## config.mk

```make
export PLATFORM = sky130hd
export DESIGN_NAME = scanline_outline_fill_top
export DESIGN_NICKNAME = d
export VERILOG_FILES = /design/src/design/sof_pkg.sv /design/src/design/sof_prep.sv /design/src/design/sof_walk.sv /design/src/design/scanline_outline_fill_top.sv
export SDC_FILE = /design/constraint.sdc
export NUM_CORES = 1
export LEC_CHECK = 0
export ABC_AREA = 0
export BUFFER_PORTS_ARGS = -buffer_cell sky130_fd_sc_hd__buf_2
export CORE_UTILIZATION = 28
export CTS_CLUSTER_SIZE = 8
export DETAILED_ROUTE_END_ITERATION = 12
export SYNTH_ARGS = -nofsm -noshare
export SYNTH_HDL_FRONTEND = slang
export SYNTH_HIERARCHICAL = 1
export SYNTH_SLANG_ARGS = --single-unit
```

## constraint.sdc

```tcl
create_clock -name clk -period 9.6 [get_ports clk]
set_input_delay 1.92 -clock clk [delete_from_list [all_inputs] [get_ports clk]]
set_output_delay 1.92 -clock clk [all_outputs]
set_load 0.05 [all_outputs]
```

## src/design/sof_pkg.sv

```systemverilog
// Shared types, constants and the column walk step of the scanline outline fill.
`default_nettype none
package sof_pkg;

  localparam int ROW_W         = 64;
  localparam int MAX_WIDTH_DEF = 64;
  localparam int SEG_W         = 8;
  localparam int CFG_IDX_W     = 2;
  localparam int CFG_DATA_W    = 7;

  typedef enum logic [CFG_IDX_W-1:0] {
    CFG_FILL_EN    = 2'd0,
    CFG_OUTLINE_EN = 2'd1,
    CFG_ROW_WIDTH  = 2'd2
  } cfg_reg_t;

  typedef struct packed {
    logic in_run;
    logic filled;
    logic parity;
  } walk_st_t;

  typedef struct packed {
    logic multi;
    logic draw;
  } row_ctrl_t;

  function automatic walk_st_t walk_step(walk_st_t st, logic s, logic multi);
    walk_st_t nxt;
    nxt = st;
    if (st.in_run && st.filled) begin
      if (s) nxt.filled = 1'b0;
    end else if (st.in_run) begin
      if (!s) begin
        if (multi) begin
          if (st.parity) nxt.in_run = 1'b0;
          else nxt.filled = 1'b1;
          nxt.parity = !st.parity;
        end else begin
          nxt.in_run = 1'b0;
        end
      end
    end else if (s) begin
      nxt.in_run = 1'b1;
    end
    return nxt;
  endfunction

endpackage
`default_nettype wire

```

## src/design/sof_prep.sv

```systemverilog
// Front stage: clips the row to its width, builds the fill gate and detects two or more edges.
`default_nettype none
module sof_prep import sof_pkg::*; #(
  parameter int MAX_WIDTH = MAX_WIDTH_DEF
) (
  input  wire logic                  clk,
  input  wire logic                  rst_n,
  input  wire logic                  valid_i,
  output logic                       ready_o,
  input  wire logic [MAX_WIDTH-1:0]  row_i,
  input  wire logic                  fill_en_i,
  input  wire logic                  outline_en_i,
  input  wire logic [CFG_DATA_W-1:0] row_width_i,
  output logic                       valid_o,
  input  wire logic                  ready_i,
  output logic [MAX_WIDTH-1:0]       row_o,
  output logic [MAX_WIDTH-1:0]       fgate_o,
  output row_ctrl_t                  ctrl_o
);

  logic                  valid_r;
  logic [MAX_WIDTH-1:0]  row_r, row_nxt;
  logic [MAX_WIDTH-1:0]  fgate_r, fgate_nxt;
  row_ctrl_t             ctrl_r, ctrl_nxt;
  logic [CFG_DATA_W-1:0] w_eff;
  logic [MAX_WIDTH-1:0]  vmask;
  logic [MAX_WIDTH-1:0]  rise;

  assign ready_o = !valid_r || ready_i;

  always_comb begin
    if (row_width_i > CFG_DATA_W'(MAX_WIDTH)) w_eff = CFG_DATA_W'(MAX_WIDTH);
    else w_eff = row_width_i;
    for (int j = 0; j < MAX_WIDTH; j++) begin
      vmask[j] = CFG_DATA_W'(j) < w_eff;
    end
    row_nxt        = row_i & vmask;
    fgate_nxt      = vmask & {MAX_WIDTH{fill_en_i}};
    rise           = row_nxt & ~(row_nxt << 1);
    ctrl_nxt.multi = |(rise & (rise - MAX_WIDTH'(1)));
    ctrl_nxt.draw  = outline_en_i || fill_en_i;
  end

  always_ff @(posedge clk) begin
    if (!rst_n) begin
      valid_r <= 1'b0;
    end else if (ready_o) begin
      valid_r <= valid_i;
    end
    if (valid_i && ready_o) begin
      row_r   <= row_nxt;
      fgate_r <= fgate_nxt;
      ctrl_r  <= ctrl_nxt;
    end
  end

  assign valid_o = valid_r;
  assign row_o   = row_r;
  assign fgate_o = fgate_r;
  assign ctrl_o  = ctrl_r;

endmodule
`default_nettype wire

```

## src/design/sof_walk.sv

```systemverilog
// One walk stage: advances the inside, filled and parity flags over one segment of columns.
`default_nettype none
module sof_walk import sof_pkg::*; #(
  parameter int MAX_WIDTH = MAX_WIDTH_DEF,
  parameter int SEG_IDX   = 0
) (
  input  wire logic                 clk,
  input  wire logic                 rst_n,
  input  wire logic                 valid_i,
  output logic                      ready_o,
  input  wire logic [MAX_WIDTH-1:0] row_i,
  input  wire logic [MAX_WIDTH-1:0] fgate_i,
  input  wire logic [MAX_WIDTH-1:0] fill_i,
  input  wire row_ctrl_t            ctrl_i,
  input  wire walk_st_t             st_i,
  output logic                      valid_o,
  input  wire logic                 ready_i,
  output logic [MAX_WIDTH-1:0]      row_o,
  output logic [MAX_WIDTH-1:0]      fgate_o,
  output logic [MAX_WIDTH-1:0]      fill_o,
  output row_ctrl_t                 ctrl_o,
  output walk_st_t                  st_o
);

  localparam int LO  = SEG_IDX * SEG_W;
  localparam int LEN = (MAX_WIDTH - LO < SEG_W) ? (MAX_WIDTH - LO) : SEG_W;

  logic                 valid_r;
  logic [MAX_WIDTH-1:0] row_r;
  logic [MAX_WIDTH-1:0] fgate_r;
  logic [MAX_WIDTH-1:0] fill_r, fill_nxt;
  row_ctrl_t            ctrl_r;
  walk_st_t             st_r, st_nxt;

  assign ready_o = !valid_r || ready_i;

  always_comb begin
    st_nxt   = st_i;
    fill_nxt = fill_i;
    for (int b = 0; b < LEN; b++) begin
      st_nxt            = walk_step(st_nxt, row_i[LO+b], ctrl_i.multi);
      fill_nxt[LO+b]    = st_nxt.filled && fgate_i[LO+b];
    end
  end

  always_ff @(posedge clk) begin
    if (!rst_n) begin
      valid_r <= 1'b0;
    end else if (ready_o) begin
      valid_r <= valid_i;
    end
    if (valid_i && ready_o) begin
      row_r   <= row_i;
      fgate_r <= fgate_i;
      fill_r  <= fill_nxt;
      ctrl_r  <= ctrl_i;
      st_r    <= st_nxt;
    end
  end

  assign valid_o = valid_r;
  assign row_o   = row_r;
  assign fgate_o = fgate_r;
  assign fill_o  = fill_r;
  assign ctrl_o  = ctrl_r;
  assign st_o    = st_r;

endmodule
`default_nettype wire

```

## src/design/scanline_outline_fill_top.sv

```systemverilog
// Top level of the scanline outline fill: configuration registers and the walk pipeline.
`default_nettype none
// Each transaction on the input carries one outline bitmap row; each result carries its fill
// mask and outline mask. A new row is taken in every cycle while the output is ready, so the
// sustained rate is one row per cycle. The pipeline has one front stage that clips the row and
// detects edges, then one stage for every eight columns of the left-to-right walk. Every stage
// has its own valid bit and holds its data under backpressure.
// Configuration writes take effect on rows accepted after the write.
module scanline_outline_fill_top import sof_pkg::*; #(
  parameter int MAX_WIDTH = MAX_WIDTH_DEF
) (
  input  wire logic                  clk,
  input  wire logic                  rst_n,
  input  wire logic                  in_tvalid,
  output logic                       in_tready,
  input  wire logic [ROW_W-1:0]      in_tdata,   // [63:0] row_bits
  output logic                       out_tvalid,
  input  wire logic                  out_tready,
  output logic [2*ROW_W-1:0]         out_tdata,  // [63:0] fill_mask, [127:64] outline_mask
  input  wire logic                  cfg_we,
  input  wire logic [CFG_IDX_W-1:0]  cfg_index,
  input  wire logic [CFG_DATA_W-1:0] cfg_wdata
);

  localparam int NSEG = (MAX_WIDTH + SEG_W - 1) / SEG_W;

  logic                  fill_en_r;
  logic                  outline_en_r;
  logic [CFG_DATA_W-1:0] row_width_r;

  logic                 valid [NSEG+1];
  logic                 ready [NSEG+1];
  logic [MAX_WIDTH-1:0] row   [NSEG+1];
  logic [MAX_WIDTH-1:0] fgate [NSEG+1];
  logic [MAX_WIDTH-1:0] fill  [NSEG+1];
  row_ctrl_t            ctrl  [NSEG+1];
  walk_st_t             st    [NSEG+1];

  logic [ROW_W-1:0] fill_ext;
  logic [ROW_W-1:0] outline_ext;

  always_ff @(posedge clk) begin
    if (!rst_n) begin
      fill_en_r    <= 1'b1;
      outline_en_r <= 1'b1;
      row_width_r  <= CFG_DATA_W'(64);
    end else if (cfg_we) begin
      unique case (cfg_index)
        CFG_FILL_EN:    fill_en_r    <= cfg_wdata[0];
        CFG_OUTLINE_EN: outline_en_r <= cfg_wdata[0];
        CFG_ROW_WIDTH:  row_width_r  <= cfg_wdata;
        default: ;
      endcase
    end
  end

  sof_prep #(.MAX_WIDTH(MAX_WIDTH)) u_prep (
    .clk          (clk),
    .rst_n        (rst_n),
    .valid_i      (in_tvalid),
    .ready_o      (in_tready),
    .row_i        (in_tdata[MAX_WIDTH-1:0]),
    .fill_en_i    (fill_en_r),
    .outline_en_i (outline_en_r),
    .row_width_i  (row_width_r),
    .valid_o      (valid[0]),
    .ready_i      (ready[0]),
    .row_o        (row[0]),
    .fgate_o      (fgate[0]),
    .ctrl_o       (ctrl[0])
  );

  assign fill[0] = '0;
  assign st[0]   = '0;

  for (genvar k = 0; k < NSEG; k++) begin : g_walk
    sof_walk #(.MAX_WIDTH(MAX_WIDTH), .SEG_IDX(k)) u_walk (
      .clk     (clk),
      .rst_n   (rst_n),
      .valid_i (valid[k]),
      .ready_o (ready[k]),
      .row_i   (row[k]),
      .fgate_i (fgate[k]),
      .fill_i  (fill[k]),
      .ctrl_i  (ctrl[k]),
      .st_i    (st[k]),
      .valid_o (valid[k+1]),
      .ready_i (ready[k+1]),
      .row_o   (row[k+1]),
      .fgate_o (fgate[k+1]),
      .fill_o  (fill[k+1]),
      .ctrl_o  (ctrl[k+1]),
      .st_o    (st[k+1])
    );
  end

  assign ready[NSEG] = out_tready;
  assign out_tvalid  = valid[NSEG];

  always_comb begin
    fill_ext                     = '0;
    outline_ext                  = '0;
    fill_ext[MAX_WIDTH-1:0]      = fill[NSEG];
    outline_ext[MAX_WIDTH-1:0]   = row[NSEG] & {MAX_WIDTH{ctrl[NSEG].draw}};
  end

  assign out_tdata = {outline_ext, fill_ext};

`ifndef SYNTHESIS
  a_fill_off_outline: assert property (@(posedge clk) disable iff (!rst_n)
    out_tvalid |-> (fill[NSEG] & row[NSEG]) == '0)
    else $error("fill mask overlaps outline bits");

  a_single_edge_no_fill: assert property (@(posedge clk) disable iff (!rst_n)
    (out_tvalid && !ctrl[NSEG].multi) |-> (fill[NSEG] == '0 && !st[NSEG].parity))
    else $error("row with fewer than two edges produced fill");

  a_filled_inside: assert property (@(posedge clk) disable iff (!rst_n)
    (out_tvalid && st[NSEG].filled) |-> st[NSEG].in_run)
    else $error("walk state filled while outside");
`endif

endmodule
`default_nettype wire
```

==> results of run 1 <==
-- placed cells by master (no fill, tap or decap), types with 51 or more instances in the layout --
cell and count:
nor2_1 102, buf_2 207, clkbuf_16 170, o21ai_0 51, inv_1 113, and2_1 137
edfxtp_1 1190, a21oi_1 86, nand2_1 76, ha_1 63
-- power breakdown --
| part | internal, µW | switching [µW] | total, µW |
|---|---|---|---|
| combinational | 232 | 377 | 609 |
| clock | 3180 | 2070 | 5250 |
| sequential | 5900 | 43.8 | 5950 |
-- worst max-delay path, delay by kind of cell, from the launching register on --
family | cells | cell delay, ns
AOI/OAI and AO/OA | 3 | 0.53
adders and majority gates | 8 | 2.26
DFF | 1 | 0.70
muxes | 4 | 1.24
and+or+nand+nor | 5 | 1.09
-- how the worst min path moves through the flow --
stage / startpoint / to / slack [ns] / cells past startpoint
floorplan: u_prep/ctrl_o[0]$_DFFE_PP_ / g_walk[0].u_walk/ctrl_o[0]$_DFFE_PP_ / 0.40 / 0
global placement: g_walk[0].u_walk/fgate_o[28]$_DFFE_PP_ / g_walk[1].u_walk/fgate_o[28]$_DFFE_PP_ / 0.40 / 0
detailed placement: u_prep/fgate_o[19]$_DFFE_PP_ / g_walk[0].u_walk/fgate_o[19]$_DFFE_PP_ / 0.40 / 0
CTS: g_walk[3].u_walk/row_o[59]$_DFFE_PP_ / g_walk[4].u_walk/row_o[59]$_DFFE_PP_ / 0.39 / 0
global route: g_walk[2].u_walk/fgate_o[35]$_DFFE_PP_ / g_walk[3].u_walk/fgate_o[35]$_DFFE_PP_ / 0.40 / 0
finish: g_walk[3].u_walk/row_o[59]$_DFFE_PP_ / g_walk[4].u_walk/row_o[59]$_DFFE_PP_ / 0.39 / 0
-- metal layers --
| layer | track usage, % | vias up | routed length [µm] |
|---|---|---|---|
| met3 | 4.454 | 236 | 9270 |
| met2 | 19.08 | 835 | 47140 |
| met1 | 14.47 | 12150 | 41260 |
| li1 | - | 11330 | - |
| met4 | 4.751 | 44 | 2900 |
| met5 | 0 | - | 271 |
-- registers in the layout, indices dropped and copies added (netlist names) --
signal and count:
u_prep/ctrl_o 2, outline_en_r 1, g_walk.u_walk/st_o 21, g_walk.u_walk/fgate_o 224
g_walk.u_walk/ctrl_o 15, row_width_r 7, u_prep/fgate_o 64, u_prep/row_o 64
g_walk.u_walk/fill_o 288, fill_en_r 1, g_walk.u_walk/valid_o 8, g_walk.u_walk/row_o 512
u_prep/valid_o 1
-- through the flow --
stage,utilization (%),setup slack [ns],cells,hold slack (ns)
after floorplan,-,2.734,2685,0.4003
after global placement,30.63,3.600,5054,0.4012
after detailed placement,30.63,3.463,5054,0.4045
after CTS,33.52,3.404,5263,0.3878
after global routing,33.52,3.108,5266,0.3980
final,33.53,3.480,5271,0.3863
-- area by class of cell --
type	instances	area, µm²
clock buffers	194	4364
fillers	15430	108400
well taps	2175	2721
clock inverters	15	346.6
inverters	113	424.2
repair buffers	239	1276
multi-input cells	1319	9452
diodes	8	20.02
flip-flops and latches	1208	36100
==> run metrics, run 1 <==
core area=around 0.16 mm²; RSZ-0062 raised after global routing=no; HP Class=flop to flop; CP Cell Sequence=ha_1 -> mux2_4 -> ha_1 -> o2111ai_1 -> nand2_1 -> ha_1 -> or3_1 -> and2_4 -> ha_1 -> mux2_4 -> ha_1 -> mux2_4 -> ha_1 -> nor4b_2 -> or2_4 -> ha_1 -> a211o_1 -> o21a_1 -> ha_1 -> mux2i_1; worst reg2reg path depth=20; Final min period=6.120 ns; DRT iter0 DRCs=slightly below 2000; Power Density=215.9 mW/mm²; Root Buffer=clkbuf_16; total number of vias=between 20000 and 25000; slew at the pin closest to its max-slew limit=roughly 1.3 ns; Cell Area, Synth=0.04612 mm²; Final Max Slew Viols=0; # resized after CTS=0; Peak supply drop=roughly 0.00014 V; max incr delay on CP=0.70 ns; area grow syn2layout=18.62%; CP Launch Point=g_walk[2].u_walk/ctrl_o[1]$_DFFE_PP_; Worst EP arrival=6.61 ns; routability cong.=0.9019; maximum clock frequency=around 160 MHz; vias per inst=4.667; MaxCap Viol Count=0; final period utilization=between 60% and 70%; clk_skew=0.04446 ns; Leak=0.01827 µW; H-tree Lvls=4; GR Overflow Total=0; Fin Setup TNS=0 ns; Die Wd=407.8 µm; IO buf count=207; synth warn=6; first-pass GRT wire length=~150 mm; status=finished clean; WL/cell=19.13 µm; Pwr Total=11810 µW; Reg clk slew, reported paths=approximately 0.050 ns; post-CTS setup buffer count=0; Final nets=3191; final instance area=0.05470 mm²; CTS Buf Count=169; post-DP HPWL=between 70 and 80 mm; synthesized area per cell=17.23 µm²; latest clock arrival within the worst-skew pair=0.77 ns; initial core utilization=28.27%; dpl cell area=0.04997 mm²; RR Startpoint=g_walk[2].u_walk/ctrl_o[1]$_DFFE_PP_; Overall Global Routing Usage=11.92%; FF-to-FF setup slack=3.48 ns; r2r endpoint=g_walk[3].u_walk/st_o[0]$_DFFE_PP_; Die Height=slightly above 400 µm; final WL=between 100 and 150 mm; Worst slew margin=14.18%; worst path required time=around 10 ns; Critical Setup Path Class=flop to flop; Sink Count=1208; CTS tree=yes; most frequent cell on the critical path=ha_1; fraction of layout cells with a size suffix above 1=between 10% and 20%; CP Capture Point=g_walk[3].u_walk/st_o[0]$_DFFE_PP_; final setup fails=0; initial antenna violation count=48; DRC errors left=0; Mapped Cells=between 2000 and 3000; Critical Path Source Type=flop; Max stage delay cell, worst path=edfxtp_1; number of global-route vias before repair=24320; row count=between 100 and 150; CP Max Fanout=16; IO Pins=approximately 210; crit end category=flop; cts hold-fix bufs=0; Final Hold Fails=0; Die Area=around 0.17 mm²; first drt pass iteration count=5; Routed Antenna Nets=0; largest net degree at the start of global routing=73; CTS Buffer Depth=3
Power figures use the tool's default switching activity.
==> run 2: changes to the inputs <==
--- a/config.mk
+++ b/config.mk
@@ -5,7 +5,7 @@
 export SDC_FILE = /design/constraint.sdc
 export NUM_CORES = 1
 export LEC_CHECK = 0
-export ABC_AREA = 0
+export ABC_AREA = 1
 export BUFFER_PORTS_ARGS = -buffer_cell sky130_fd_sc_hd__buf_2
 export CORE_UTILIZATION = 28
 export CTS_CLUSTER_SIZE = 8
==> constraint.sdc (replaced) <==
create_clock -name clk -period 5.6 [get_ports clk]
set_input_delay 1.12 -clock clk [delete_from_list [all_inputs] [get_ports clk]]
set_output_delay 1.12 -clock clk [all_outputs]
set_load 0.05 [all_outputs]
==> run 2 against run 1 <==
Effect of this change: global-route usage grew 0.59 points; critical path depth grew 10; via count grew 14%; first-iteration DRC count shrank 14%; highest routed layer unchanged; largest power group unchanged; combinational power grew to 2.5 times the previous value.
==> run metrics, run 2 <==
CP Max Fanout=16 (unchanged); DRC errors left=0 (unchanged); Overall Global Routing Usage=12.51% (was 11.92%); worst-case hold path end point=g_walk[3].u_walk/fgate_o[56]$_DFFE_PP_ (was g_walk[4].u_walk/row_o[59]$_DFFE_PP_); row count=153 (was 148); Reg clk slew, reported paths=0.05 ns (about the same); RR Startpoint=g_walk[0].u_walk/ctrl_o[1]$_DFFE_PP_ (was g_walk[2].u_walk/ctrl_o[1]$_DFFE_PP_); IO buf count=207 (unchanged); total number of vias=28160 (was 24600); Critical Setup Path Class=flop to flop (unchanged); routability cong.=0.8958 (was 0.9019); Final min period=4.945 ns (was 6.120 ns); Final nets=4453 (was 3191); CTS Buffer Depth=3 (unchanged); Sink Count=1208 (unchanged); first drt pass iteration count=6 (was 5); Die Height=420.6 µm (was 407.8 µm); Leak=0.02289 µW (was 0.01827 µW); CTS Buf Count=170 (was 169); Mapped Cells=3900 (was 2676); Int Pwr=16120 µW (was 9319 µW); Routed Antenna Nets=0 (unchanged); NetSw=4785 µW (was 2490 µW); Clk pwr share=43.8% (was 44.5%); IO Pins=208 (unchanged); Final Hold Fails=0 (unchanged); hold path depth=0 (unchanged); Die Area=0.1769 mm² (was 0.1663 mm²); MaxCap Viol Count=0 (unchanged); Final Max Slew Viols=0 (unchanged); final period utilization=88.30% (was 63.75%); Critical Path Source Type=flop (unchanged); Sw Ratio=22.88% (was 21.08%); initial antenna violation count=41 (was 48); Worst EP arrival=5.45 ns (was 6.61 ns); fin util=33.50% (was 33.53%); WL/cell=16.38 µm (was 19.13 µm); Worst slew margin=29.54% (was 14.18%); H-tree Lvls=4 (unchanged); crit end category=flop (unchanged); Peak supply drop=0.0003222 V (was 0.0001406 V); vias per inst=4.206 (was 4.667); commonest non-fill, non-tap cell in the layout=edfxtp_1 (unchanged); hold path start=g_walk[2].u_walk/fgate_o[56]$_DFFE_PP_ (was g_walk[3].u_walk/row_o[59]$_DFFE_PP_); DRT iter0 DRCs=1664 (was 1935); Root Buffer=clkbuf_16 (unchanged); r2r endpoint=g_walk[1].u_walk/st_o[0]$_DFFE_PP_ (was g_walk[3].u_walk/st_o[0]$_DFFE_PP_); sequential share of power=48.8% (was 50.4%); max FFs per register=512 (unchanged); FF-to-FF setup slack=0.66 ns (was 3.48 ns); largest net degree at the start of global routing=134 (was 73); CTS tree=yes (unchanged); Die Wd=420.6 µm (was 407.8 µm); area grow syn2layout=18.81% (was 18.62%); latest clock arrival within the worst-skew pair=0.79 ns (was 0.77 ns); GR Overflow Total=0 (unchanged); maximum clock frequency=202.2 MHz (was 163.4 MHz); Cell Area, Synth=0.04907 mm² (was 0.04612 mm²); worst path required time=6.11 ns (was 10.09 ns); Fin Hold WS=0.3890 ns (was 0.3863 ns); synth warn=6 (unchanged); most frequent cells in the layout=edfxtp_1 (1190), nand2_1 (829), inv_1 (477) (was edfxtp_1 (1190), buf_2 (207), clkbuf_16 (170)); cts hold-fix bufs=0 (unchanged); # resized after CTS=0 (unchanged); clk_skew=0.04618 ns (was 0.04446 ns); worst reg2reg path depth=30 (was 20); first-pass GRT wire length=165.6 mm (was 149.3 mm); number of global-route vias before repair=28320 (was 24320); max incr delay on CP=0.70 ns (about the same); slew at the pin closest to its max-slew limit=1.057 ns (was 1.270 ns); most frequent cell on the critical path=ha_1 (unchanged); Power Density=358.6 mW/mm² (was 215.9 mW/mm²); RSZ-0062 raised after global routing=no (unchanged); status=finished clean (unchanged); Max stage delay cell, worst path=edfxtp_1 (unchanged); final WL=109.7 mm (was 100.8 mm); final setup fails=0 (unchanged); HP Class=flop to flop (unchanged); Pwr Total=20910 µW (was 11810 µW); core area=0.1740 mm² (was 0.1631 mm²); Logic pwr share=7.3% (was 5.2%); post-CTS setup buffer count=0 (unchanged); fraction of layout cells with a size suffix above 1=20.09% (was 18.04%); synthesized area per cell=12.58 µm² (was 17.23 µm²); initial core utilization=28.20% (was 28.27%); post-DP HPWL=81.19 mm (was 70.01 mm)
[run 2: changes by cell type in the layout (fill, tap and decap cells not counted), sizes merged, moves of 49 or more]
| cell | previous run | this run |
|---|---|---|
| nand2 | 76 | 1051 |
| inv | 117 | 525 |
| nor2 | 102 | 510 |
| nand3 | 9 | 279 |
| and2 | 154 | 1 |
| o211ai | 49 | 0 |
[run 2: metal layers]
metal	wire length [µm]	up-vias	share of wire, %	GRT usage, %
met3	4911	246	4.5	2.565
met1	45540	13310	42	14.78
met5	104	-	0.095	0
met4	4654	16	4.2	6.213
met2	54450	625	50	21.51
li1	-	13960	-	-
[run 2: worst max-delay path by stage]
stage / start / end / slack (ns) / cells past startpoint
after floorplan: out_tready / g_walk[6].u_walk/ctrl_o[0]$_DFFE_PP_ / -0.01 / 4
after global placement: g_walk[0].u_walk/ctrl_o[1]$_DFFE_PP_ / g_walk[1].u_walk/st_o[0]$_DFFE_PP_ / 0.76 / 30
after detailed placement: g_walk[0].u_walk/ctrl_o[1]$_DFFE_PP_ / g_walk[1].u_walk/st_o[0]$_DFFE_PP_ / 0.67 / 30
after CTS: g_walk[0].u_walk/ctrl_o[1]$_DFFE_PP_ / g_walk[1].u_walk/st_o[0]$_DFFE_PP_ / 0.66 / 30
after global routing: g_walk[0].u_walk/ctrl_o[1]$_DFFE_PP_ / g_walk[1].u_walk/st_o[0]$_DFFE_PP_ / 0.28 / 30
final: g_walk[0].u_walk/ctrl_o[1]$_DFFE_PP_ / g_walk[1].u_walk/st_o[0]$_DFFE_PP_ / 0.66 / 30
[run 2: worst max-delay path, delay by kind of cell (launching register included)]
family                     cells  cell delay, ns
adders and majority gates      8            2.21
buffers and inverters          6            0.29
AOI/OAI and AO/OA              1            0.06
and+or+nand+nor               15            1.41
DFF                            1            0.70
[run 2: metrics by stage]
stage / area [µm²] / instances / worst slack [ns] / setup TNS, ns
6_report: 58300 / 6695 / 0.6550 / 0
2_1_floorplan: 49190 / 3909 / -0.01011 / -1.345
3_3_place_gp: 53500 / 6465 / 0.7645 / 0
5_1_grt: 58290 / 6692 / 0.2807 / 0
3_5_place_dp: 53500 / 6465 / 0.6657 / 0
4_1_cts: 58270 / 6681 / 0.6614 / 0
[run 2: power groups by stage]
stage	Sequential, µW	Combinational, µW	Clock (µW)
floorplan	10400	1130	0
global placement	10400	1500	0
detailed placement	10400	1540	0
CTS	10200	1540	9480
global route	10200	1750	9820
finish	10200	1530	9160
[run 2: area by class of cell]
type                       count  area (µm²)
tap                         2325        2909
timing repair buffer         256        1604
inverter                     529        1998
fill                       16930      115700
antenna                       14       35.03
sequential                  1208       36090
multi-input combinational   2147       10900
clock buffer                 197        4365
clock inverter                19       399.1
